`src/rtl/core/eig2_pkg.sv`:
```
// ----------------------------------------------------------------------------
// eig2_pkg
// Shared widths, defaults and the word that moves along the root chain.
// ----------------------------------------------------------------------------
package eig2_pkg;

  localparam int unsigned ENTRY_WIDTH_DEF = 16;
  localparam int unsigned DISC_W          = 36;
  localparam int unsigned LAMBDA_W        = 18;
  localparam int unsigned ROOT_W          = DISC_W / 2;
  localparam int unsigned REM_W           = ROOT_W + 2;

  typedef struct packed {
    logic                     valid;
    logic signed [DISC_W-1:0] disc;
    logic [DISC_W-1:0]        rad;
    logic [REM_W-1:0]         rem;
    logic [ROOT_W-1:0]        root;
  } sqrt_word_t;

endpackage

```
`src/rtl/core/eig2_front.sv`:
```
// ----------------------------------------------------------------------------
// eig2_front
// Four-stage front end: capture entries, form products and trace, form the
// determinant and trace squared, then the clamped discriminant.
// ----------------------------------------------------------------------------
module eig2_front #(
  parameter int unsigned ENTRY_WIDTH = eig2_pkg::ENTRY_WIDTH_DEF
) (
  input  logic                             clk_i,
  input  logic                             rst_ni,
  input  logic                             start_i,
  input  logic signed [ENTRY_WIDTH-1:0]    m00_i,
  input  logic signed [ENTRY_WIDTH-1:0]    m01_i,
  input  logic signed [ENTRY_WIDTH-1:0]    m10_i,
  input  logic signed [ENTRY_WIDTH-1:0]    m11_i,
  output logic                             valid_o,
  output logic signed [eig2_pkg::DISC_W-1:0] disc_o,
  output logic signed [ENTRY_WIDTH:0]      tr_o
);

  localparam int unsigned TW = ENTRY_WIDTH + 1;
  localparam int unsigned PW = 2 * ENTRY_WIDTH;
  localparam int unsigned XW = 2 * ENTRY_WIDTH + 4;
  localparam bit          SAT_EN  = XW > 64;
  localparam bit          CLAMP_EN = XW > eig2_pkg::DISC_W;
  localparam logic signed [XW-1:0] SAT_MAX = XW'(64'sh7FFF_FFFF_FFFF_FFFF);
  localparam logic signed [XW-1:0] SAT_MIN = XW'(64'sh8000_0000_0000_0000);
  localparam logic signed [XW-1:0] DISC_MAX = XW'(36'sh7_FFFF_FFFF);
  localparam logic signed [XW-1:0] DISC_MIN = XW'(36'sh8_0000_0000);

  function automatic logic signed [XW-1:0] sat64(input logic signed [XW-1:0] v);
    logic signed [XW-1:0] r;
    r = v;
    if (SAT_EN && (v > SAT_MAX)) r = SAT_MAX;
    if (SAT_EN && (v < SAT_MIN)) r = SAT_MIN;
    return r;
  endfunction

  logic                         v1_q, v2_q, v3_q, v4_q;
  logic signed [ENTRY_WIDTH-1:0] a_q, b_q, c_q, d_q;
  logic signed [PW-1:0]         ad_d, bc_d, ad_q, bc_q;
  logic signed [TW-1:0]         tr2_d, tr2_q, tr3_q, tr4_q;
  logic signed [2*TW-1:0]       trsq_full;
  logic signed [XW-1:0]         det_d, det_q, trsq_d, trsq_q;
  logic signed [XW-1:0]         fdet, disc_x, disc_c;
  logic signed [eig2_pkg::DISC_W-1:0] disc_d, disc_q;

  always_comb begin
    ad_d      = a_q * d_q;
    bc_d      = b_q * c_q;
    tr2_d     = TW'(a_q) + TW'(d_q);
    trsq_full = tr2_q * tr2_q;
    det_d     = sat64(XW'(ad_q) - XW'(bc_q));
    trsq_d    = sat64(XW'(trsq_full));
    fdet      = sat64(det_q <<< 2);
    disc_x    = trsq_q - fdet;
    disc_c    = disc_x;
    if (CLAMP_EN && (disc_x > DISC_MAX)) disc_c = DISC_MAX;
    if (CLAMP_EN && (disc_x < DISC_MIN)) disc_c = DISC_MIN;
    disc_d    = eig2_pkg::DISC_W'(disc_c);
  end

  always_ff @(posedge clk_i or negedge rst_ni) begin
    if (!rst_ni) begin
      v1_q <= 1'b0;
      v2_q <= 1'b0;
      v3_q <= 1'b0;
      v4_q <= 1'b0;
    end else begin
      v1_q <= start_i;
      v2_q <= v1_q;
      v3_q <= v2_q;
      v4_q <= v3_q;
    end
  end

  always_ff @(posedge clk_i) begin
    a_q    <= m00_i;
    b_q    <= m01_i;
    c_q    <= m10_i;
    d_q    <= m11_i;
    ad_q   <= ad_d;
    bc_q   <= bc_d;
    tr2_q  <= tr2_d;
    det_q  <= det_d;
    trsq_q <= trsq_d;
    tr3_q  <= tr2_q;
    disc_q <= disc_d;
    tr4_q  <= tr3_q;
  end

  assign valid_o = v4_q;
  assign disc_o  = disc_q;
  assign tr_o    = tr4_q;

endmodule

```
`src/rtl/core/eig2_sqrt_cell.sv`:
```
// ----------------------------------------------------------------------------
// eig2_sqrt_cell
// One restoring square-root step: take two radicand bits, try the next root
// bit, and hand the word on to the next cell.
// ----------------------------------------------------------------------------
module eig2_sqrt_cell #(
  parameter int unsigned TRACE_W = eig2_pkg::ENTRY_WIDTH_DEF + 1
) (
  input  logic                      clk_i,
  input  logic                      rst_ni,
  input  eig2_pkg::sqrt_word_t      word_i,
  input  logic signed [TRACE_W-1:0] tr_i,
  output eig2_pkg::sqrt_word_t      word_o,
  output logic signed [TRACE_W-1:0] tr_o
);

  localparam int unsigned TW_REM = eig2_pkg::REM_W + 2;

  logic                   valid_q;
  eig2_pkg::sqrt_word_t   word_d, word_q;
  logic signed [TRACE_W-1:0] tr_q;
  logic [TW_REM-1:0]      rem_t, trial;
  logic                   fits;

  always_comb begin
    rem_t  = {word_i.rem, word_i.rad[eig2_pkg::DISC_W-1 -: 2]};
    trial  = TW_REM'({word_i.root, 2'b01});
    fits   = rem_t >= trial;
    word_d = word_i;
    word_d.rad  = word_i.rad << 2;
    word_d.rem  = fits ? eig2_pkg::REM_W'(rem_t - trial) : eig2_pkg::REM_W'(rem_t);
    word_d.root = {word_i.root[eig2_pkg::ROOT_W-2:0], fits};
  end

  always_ff @(posedge clk_i or negedge rst_ni) begin
    if (!rst_ni) begin
      valid_q <= 1'b0;
    end else begin
      valid_q <= word_i.valid;
    end
  end

  always_ff @(posedge clk_i) begin
    word_q <= word_d;
    tr_q   <= tr_i;
  end

  always_comb begin
    word_o       = word_q;
    word_o.valid = valid_q;
  end

  assign tr_o   = tr_q;

endmodule

```
`src/rtl/core/eigenvalues_2x2_real.sv`:
```
// ----------------------------------------------------------------------------
// eigenvalues_2x2_real
// Real eigenvalues of a 2x2 Q8.8 matrix from trace, determinant and the
// floored square root of the discriminant.
// Each matrix passes four front stages, the 18-cell root chain and one output stage.
// Throughput: one matrix per cycle; busy stays low.
// Reset: clears only the valid bits along the pipeline; words in flight are dropped and none is made.
// The receiver cannot stall: every result shows for exactly one cycle.
// ----------------------------------------------------------------------------
module eigenvalues_2x2_real #(
  parameter int unsigned ENTRY_WIDTH = eig2_pkg::ENTRY_WIDTH_DEF
) (
  input  logic                                 clk_i,
  input  logic                                 rst_ni,
  input  logic                                 start,
  output logic                                 busy,
  input  logic signed [ENTRY_WIDTH-1:0]        m00_i,
  input  logic signed [ENTRY_WIDTH-1:0]        m01_i,
  input  logic signed [ENTRY_WIDTH-1:0]        m10_i,
  input  logic signed [ENTRY_WIDTH-1:0]        m11_i,
  output logic                                 done_o,
  output logic                                 real_roots_o,
  output logic signed [eig2_pkg::LAMBDA_W-1:0] lambda_high_o,
  output logic signed [eig2_pkg::LAMBDA_W-1:0] lambda_low_o,
  output logic signed [eig2_pkg::DISC_W-1:0]   disc_value_o
);

  localparam int unsigned TW = ENTRY_WIDTH + 1;
  localparam int unsigned LW = ((TW > eig2_pkg::ROOT_W + 1) ? TW : eig2_pkg::ROOT_W + 1) + 1;
  localparam logic signed [LW-1:0] LAM_MAX = LW'(18'sh1FFFF);
  localparam logic signed [LW-1:0] LAM_MIN = LW'(18'sh20000);

  logic                               f_valid;
  logic signed [eig2_pkg::DISC_W-1:0] f_disc;
  logic signed [TW-1:0]               f_tr;

  eig2_pkg::sqrt_word_t               chain_w [0:eig2_pkg::ROOT_W];
  logic signed [TW-1:0]               chain_tr [0:eig2_pkg::ROOT_W];

  logic signed [LW-1:0]               root_x, sum_hi, sum_lo, half_hi, half_lo;
  logic signed [LW-1:0]               clamp_hi, clamp_lo;
  logic                               real_d;

  logic                               done_q;
  logic                               real_q;
  logic signed [eig2_pkg::LAMBDA_W-1:0] hi_q, lo_q;
  logic signed [eig2_pkg::DISC_W-1:0] disc_q;

  assign busy = 1'b0;

  eig2_front #(
    .ENTRY_WIDTH(ENTRY_WIDTH)
  ) u_front (
    .clk_i  (clk_i),
    .rst_ni (rst_ni),
    .start_i(start),
    .m00_i  (m00_i),
    .m01_i  (m01_i),
    .m10_i  (m10_i),
    .m11_i  (m11_i),
    .valid_o(f_valid),
    .disc_o (f_disc),
    .tr_o   (f_tr)
  );

  assign chain_w[0].valid = f_valid;
  assign chain_w[0].disc  = f_disc;
  assign chain_w[0].rad   = f_disc;
  assign chain_w[0].rem   = '0;
  assign chain_w[0].root  = '0;
  assign chain_tr[0]      = f_tr;

  for (genvar g = 0; g < eig2_pkg::ROOT_W; g++) begin : g_cell
    eig2_sqrt_cell #(
      .TRACE_W(TW)
    ) u_cell (
      .clk_i (clk_i),
      .rst_ni(rst_ni),
      .word_i(chain_w[g]),
      .tr_i  (chain_tr[g]),
      .word_o(chain_w[g+1]),
      .tr_o  (chain_tr[g+1])
    );
  end

  always_comb begin
    real_d   = ~chain_w[eig2_pkg::ROOT_W].disc[eig2_pkg::DISC_W-1];
    root_x   = LW'({1'b0, chain_w[eig2_pkg::ROOT_W].root});
    sum_hi   = LW'(chain_tr[eig2_pkg::ROOT_W]) + root_x;
    sum_lo   = LW'(chain_tr[eig2_pkg::ROOT_W]) - root_x;
    half_hi  = sum_hi >>> 1;
    half_lo  = sum_lo >>> 1;
    clamp_hi = half_hi;
    clamp_lo = half_lo;
    if (half_hi > LAM_MAX) clamp_hi = LAM_MAX;
    if (half_hi < LAM_MIN) clamp_hi = LAM_MIN;
    if (half_lo > LAM_MAX) clamp_lo = LAM_MAX;
    if (half_lo < LAM_MIN) clamp_lo = LAM_MIN;
  end

  always_ff @(posedge clk_i or negedge rst_ni) begin
    if (!rst_ni) begin
      done_q <= 1'b0;
    end else begin
      done_q <= chain_w[eig2_pkg::ROOT_W].valid;
    end
  end

  always_ff @(posedge clk_i) begin
    real_q <= real_d;
    hi_q   <= real_d ? eig2_pkg::LAMBDA_W'(clamp_hi) : '0;
    lo_q   <= real_d ? eig2_pkg::LAMBDA_W'(clamp_lo) : '0;
    disc_q <= chain_w[eig2_pkg::ROOT_W].disc;
  end

  assign done_o        = done_q;
  assign real_roots_o  = real_q;
  assign lambda_high_o = hi_q;
  assign lambda_low_o  = lo_q;
  assign disc_value_o  = disc_q;

endmodule

```
`config.mk`:
```
export PLATFORM = sky130hd
export DESIGN_NAME = eigenvalues_2x2_real
export DESIGN_NICKNAME = d
export VERILOG_FILES = /design/src/rtl/core/eig2_pkg.sv /design/src/rtl/core/eig2_front.sv /design/src/rtl/core/eig2_sqrt_cell.sv /design/src/rtl/core/eigenvalues_2x2_real.sv
export SDC_FILE = /design/constraint.sdc
export NUM_CORES = 2
export LEC_CHECK = 0
export ABC_AREA = 0
export BUFFER_PORTS_ARGS = -buffer_cell sky130_fd_sc_hd__buf_4
export CAP_MARGIN = 20
export CORE_MARGIN = 1.5
export CORE_UTILIZATION = 61
export DETAILED_ROUTE_END_ITERATION = 10
export GPL_TIMING_DRIVEN = 0
export PLACE_DENSITY = 0.78
export RECOVER_POWER = 50
export REMOVE_ABC_BUFFERS = 1
export SLEW_MARGIN = 20
export SYNTH_ARGS = -nofsm -noshare
export SYNTH_HDL_FRONTEND = slang
export SYNTH_SLANG_ARGS = --single-unit
```
`constraint.sdc`:
```
create_clock -name clk_i -period 21.2 [get_ports clk_i]
set_clock_uncertainty 0.2 [all_clocks]
set_input_delay 4.24 -clock clk_i [delete_from_list [all_inputs] [get_ports clk_i]]
set_output_delay 4.24 -clock clk_i [all_outputs]
set_load 0.01 [all_outputs]
```
==> report_table.html <==
<table>
<tr><th>Metric</th><th>Value</th></tr>
<tr><th colspan="2">Status</th></tr>
<tr><td>Run status</td><td>completed</td></tr>
<tr><th colspan="2">Clock tree</th></tr>
<tr><td>CTS Buf Count</td><td>168</td></tr>
<tr><td># resized after CTS</td><td>0</td></tr>
<tr><td>Clock network latency to the later pin of the worst-skew pair</td><td>0.80 ns</td></tr>
<tr><td>Count of clock tree sinks</td><td>around 1.8k</td></tr>
<tr><td>TritonCTS clock tree</td><td>yes</td></tr>
<tr><td>Buffer depth of the longest clock path</td><td>3</td></tr>
<tr><td>CTS Root Buffer Type</td><td>clkbuf_16</td></tr>
<tr><td>Post-CTS repair timing setup buffer count</td><td>0</td></tr>
<tr><td>Number of buffers added to fix hold violations after cts</td><td>0</td></tr>
<tr><td>Number of H-tree levels</td><td>4</td></tr>
<tr><td>Clock slew at reported path FFs</td><td>around 0.060 ns</td></tr>
<tr><th colspan="2">GRT</th></tr>
<tr><td>Initial antenna violation count</td><td>2</td></tr>
<tr><td>Largest net degree at the start of global routing</td><td>37</td></tr>
<tr><td>Total Routing Usage GR</td><td>roughly a quarter</td></tr>
<tr><td>Aggregate global routing overflow</td><td>0</td></tr>
<tr><td>Via count of the first global-routing pass</td><td>55.66k</td></tr>
<tr><td>Wire length of the first global-routing pass</td><td>about 270 mm</td></tr>
<tr><th colspan="2">Worst setup path</th></tr>
<tr><td>Most used cell, CP</td><td>fa_1</td></tr>
<tr><td>Worst Path Class, Setup</td><td>reg2reg</td></tr>
<tr><td>Critical Path Slowest Stage Cell</td><td>dfxtp_1</td></tr>
<tr><td>CP Data Required Time</td><td>~22 ns</td></tr>
<tr><td>Maximum fanout encountered on the critical timing path</td><td>17</td></tr>
<tr><td>Crit Reg-Reg Startpoint</td><td>u_front.tr2_q[3]</td></tr>
<tr><td>Cell family with the largest share of critical-path delay</td><td>adder cells</td></tr>
<tr><td>Largest incremental delay on the critical path</td><td>roughly 0.93 ns</td></tr>
<tr><td>Worst setup EP type</td><td>register</td></tr>
<tr><td>Endpoint arrival time on the critical path</td><td>about 8.4 ns</td></tr>
<tr><td>Launching element of the worst setup path</td><td>u_front.tr2_q[3]</td></tr>
<tr><td>Worst-path cell chain</td><td>inv_1, nor2_1, fa_1, inv_1, fa_1, fa_1, inv_1, fa_1, fa_1, inv_1, fa_1, inv_1, ha_1, a211oi_1, a21boi_0, o221ai_1, a221oi_1, o21ai_0, o21a_1, o311ai_0</td></tr>
<tr><td>Count of buffer and inverter cells on the critical path</td><td>5</td></tr>
<tr><td>Startpoint Class</td><td>register</td></tr>
<tr><th colspan="2">Synthesis</th></tr>
<tr><td>Number of storage elements in the synthesis netlist</td><td>between 1.5k and 2k</td></tr>
<tr><td>Post-synthesis async set-or-reset flop share</td><td>under 10%</td></tr>
<tr><td>Gate count of the mapped netlist</td><td>7826</td></tr>
<tr><td>Average instance area after synthesis</td><td>~11 sq um</td></tr>
<tr><td>Total of warnings raised by yosys</td><td>0</td></tr>
<tr><td>Top cell type's share of synthesized area</td><td>a little over two fifths</td></tr>
<tr><td>Sequential share of the synthesized area</td><td>roughly 43%</td></tr>
<tr><td>Leading area contributor after synthesis</td><td>dfxtp_1</td></tr>
<tr><td>Dominant synthesized flop cell</td><td>dfxtp_1</td></tr>
<tr><td>Post-synth EDFFs</td><td>0</td></tr>
<tr><td>Area contributors post-synth</td><td>dfxtp_1 (42%), fa_1 (19%), ha_1 (8.5%), inv_1 (6.0%), xnor2_1 (3.1%)</td></tr>
<tr><td>Summed instance area of the synthesized netlist</td><td>between 80000 and 90000 sq um</td></tr>
<tr><td>Yosys cell types</td><td>~100</td></tr>
<tr><th colspan="2">Routing</th></tr>
<tr><td>Overall routed net length</td><td>between 150 and 200 mm</td></tr>
<tr><td>Starting DRT DRC Count</td><td>about 3.1k</td></tr>
<tr><td>Via count</td><td>approximately 52k</td></tr>
<tr><td>Post-detailed-route wirelength per cell</td><td>~17 microns</td></tr>
<tr><td>Post-route antenna net violation count</td><td>0</td></tr>
<tr><td>Number of vias per cell after detailed routing</td><td>~5.3</td></tr>
<tr><td>Number of DRC violations after detailed routing</td><td>0</td></tr>
<tr><td>First drt pass iteration count</td><td>6</td></tr>
<tr><th colspan="2">Die</th></tr>
<tr><td>Floorplan die width</td><td>roughly 370 microns</td></tr>
<tr><td>Number of I/O pins</td><td>142</td></tr>
<tr><td>Site Rows</td><td>approximately 140</td></tr>
<tr><td>Total die area</td><td>about 140000 sq um</td></tr>
<tr><td>Total core area</td><td>about 140000 sq um</td></tr>
<tr><td>Initial Utilization</td><td>between 60% and 70%</td></tr>
<tr><td>Vertical extent of the die</td><td>about 370 microns</td></tr>
<tr><th colspan="2">Worst hold path</th></tr>
<tr><td>Startpoint of the most critical hold path</td><td>g_cell[5].u_cell.word_o[105]</td></tr>
<tr><td>Worst hold path type</td><td>reg2reg</td></tr>
<tr><th colspan="2">STA</th></tr>
<tr><td>Fmax</td><td>around 0.13 GHz</td></tr>
<tr><td>Final-report hold violation count</td><td>0</td></tr>
<tr><td>Worst path setup slack after routing</td><td>13.21 ns</td></tr>
<tr><td>Time the final worst path needs with I/O delays and setup</td><td>approximately 8 ns</td></tr>
<tr><td>Max_slew headroom</td><td>between 20% and 30%</td></tr>
<tr><td>Part of the cycle the worst path needs</td><td>between 30% and 40%</td></tr>
<tr><td>Tightest Pin Transition</td><td>1.095 ns</td></tr>
<tr><td>Setup repair after global routing missed its margin</td><td>no</td></tr>
<tr><td>Setup violators final</td><td>0</td></tr>
<tr><td>Fin Hold WS</td><td>between 0.05 and 0.06 ns</td></tr>
<tr><td>Final Max Slew Viols</td><td>0</td></tr>
<tr><td>Setup TNS</td><td>0 ns</td></tr>
<tr><th colspan="2">Placement</th></tr>
<tr><td>Cell count after placement</td><td>roughly 9.6k</td></tr>
<tr><td>Gpl congestion</td><td>~0.90</td></tr>
<tr><td>Number of buffers inserted by port buffering</td><td>139</td></tr>
<tr><td>Worst slack at placement</td><td>~13 ns</td></tr>
<tr><td>Half-perimeter wire length after placement</td><td>~120 mm</td></tr>
<tr><th colspan="2">Final layout</th></tr>
<tr><td>Non-filler instance count after layout</td><td>~9.9k</td></tr>
<tr><td>Final nets</td><td>approximately 9.4k</td></tr>
<tr><td>Proportion of layout cells with a drive suffix above 1</td><td>6.772%</td></tr>
<tr><td>Area delta synth-&gt;final</td><td>10.64%</td></tr>
<tr><th colspan="2">Job</th></tr>
<tr><td>Max-Cap Viols</td><td>0</td></tr>
</table>
-- cell usage after synthesis (all sizes together) (23+ instances only) --
cell type  count
nor2         328
nor2b         61
a21o         127
nand2        536
a21oi        332
a211oi        41
buf           25
fa           794
nor3         101
nand3         77
nor4          34
or3           46
o21ai        192
nand2b        76
and2         299
dfxtp       1756
and3          23
xnor2        293
o31ai         29
xor2         146
nand4         35
mux2          30
o21bai        39
inv         1347
or2           27
clkbuf       119
o21a          90
dfrtp         23
ha           566
-- cell families after synthesis --
kind of cell    share of synthesized area [%]
xor+xnor                                4.597
flops                                   42.72
buf+inv                                 6.748
other cells                          0.004483
simple gates                            10.14
fa+ha+maj                               27.47
mux                                    0.4398
compound gates                          7.882
-- metal layers --
layer | vias to the layer above | GRT usage, % | part of all wire, %
li1 | 25040 | - | -
met1 | 25530 | 27.81 | 39
met2 | 1399 | 44.41 | 52
met3 | 439 | 3.742 | 4.7
met4 | 0 | 10.77 | 4.3
met5 | - | 0 | 0
-- area by class of cell --
| type | count | area [sq um] |
|---|---|---|
| flip-flops and latches | 1779 | 35730 |
| fillers | 10010 | 43260 |
| clock inverters | 95 | 1441 |
| clock buffers | 215 | 4692 |
| multi-input cells | 4557 | 42310 |
| inverters | 1348 | 5060 |
| repair buffers | 143 | 1075 |
| well taps | 1781 | 2228 |
| diodes | 1 | 2.502 |
-- through the flow --
| stage | utilization, % | area [sq um] |
|---|---|---|
| after floorplan | - | 83070 |
| after global placement | 63.58 | 86340 |
| after detailed placement | 63.62 | 86400 |
| after CTS | 68.13 | 92530 |
| after global routing | 68.14 | 92540 |
| final | 68.14 | 92540 |
-- placed cells by master, fill, tap and decap left out, drive strengths merged, types with 30 or more instances in the layout --
master	count
dfxtp	1756
inv	1361
fa	794
ha	566
nand2	536
a21oi	332
nor2	328
and2	299
xnor2	293
clkbuf	215
o21ai	192
xor2	146
buf	143
a21o	127
nor3	101
o21a	90
nand3	77
nand2b	76
nor2b	61
clkinv	52
or3	46
a211oi	41
o21bai	39
nand4	35
nor4	34
mux2	30
-- final timing paths --
| path | endpoint | depth (start not counted) | slack (ns) |
|---|---|---|---|
| max | u_front.trsq_q[32] | 20 | 13.21 |
| min | g_cell[6].u_cell.word_o[105] | 0 | 0.06 |
| max reg2reg | u_front.trsq_q[32] | 20 | 13.21 |
| min reg2reg | g_cell[6].u_cell.word_o[105] | 0 | 0.06 |
| max in group asynchronous | g_cell[4].u_cell.valid_q | 1 | 17.46 |
| min in group asynchronous | g_cell[15].u_cell.valid_q | 1 | 3.12 |
-- worst register-to-register path, cell delays in order (launching register included) --
cell      delay, ns
dfxtp_1        0.93
inv_1          0.38
nor2_1         0.32
fa_1           0.46
inv_1          0.08
fa_1           0.44
fa_1           0.53
inv_1          0.05
fa_1           0.48
fa_1           0.61
inv_1          0.08
fa_1           0.54
inv_1          0.04
ha_1           0.22
a211oi_1       0.20
a21boi_0       0.45
o221ai_1       0.36
a221oi_1       0.53
o21ai_0        0.28
o21a_1         0.26
o311ai_0       0.41
-- sequential cells by signal, summed over array words and instances, names as in the netlist, 16 cells and up --
| name | count |
|---|---|
| lambda_high_o | 18 |
| u_front.tr_o | 16 |
| u_front.disc_o | 35 |
| u_front.bc_q | 32 |
| disc_value_o | 35 |
| u_front.tr2_q | 17 |
| u_front.tr3_q | 16 |
| u_front.d_q | 16 |
| u_front.a_q | 16 |
| g_cell.u_cell.word_o | 1100 |
| lambda_low_o | 18 |
| g_cell.u_cell.valid_q | 18 |
| u_front.det_q | 33 |
| u_front.b_q | 16 |
| u_front.ad_q | 32 |
| u_front.trsq_q | 33 |
| g_cell.u_cell.tr_o | 306 |
| u_front.c_q | 16 |
Power is not shown: default switching activity piles up to over one toggle a cycle in this logic, so the estimate is an artifact.
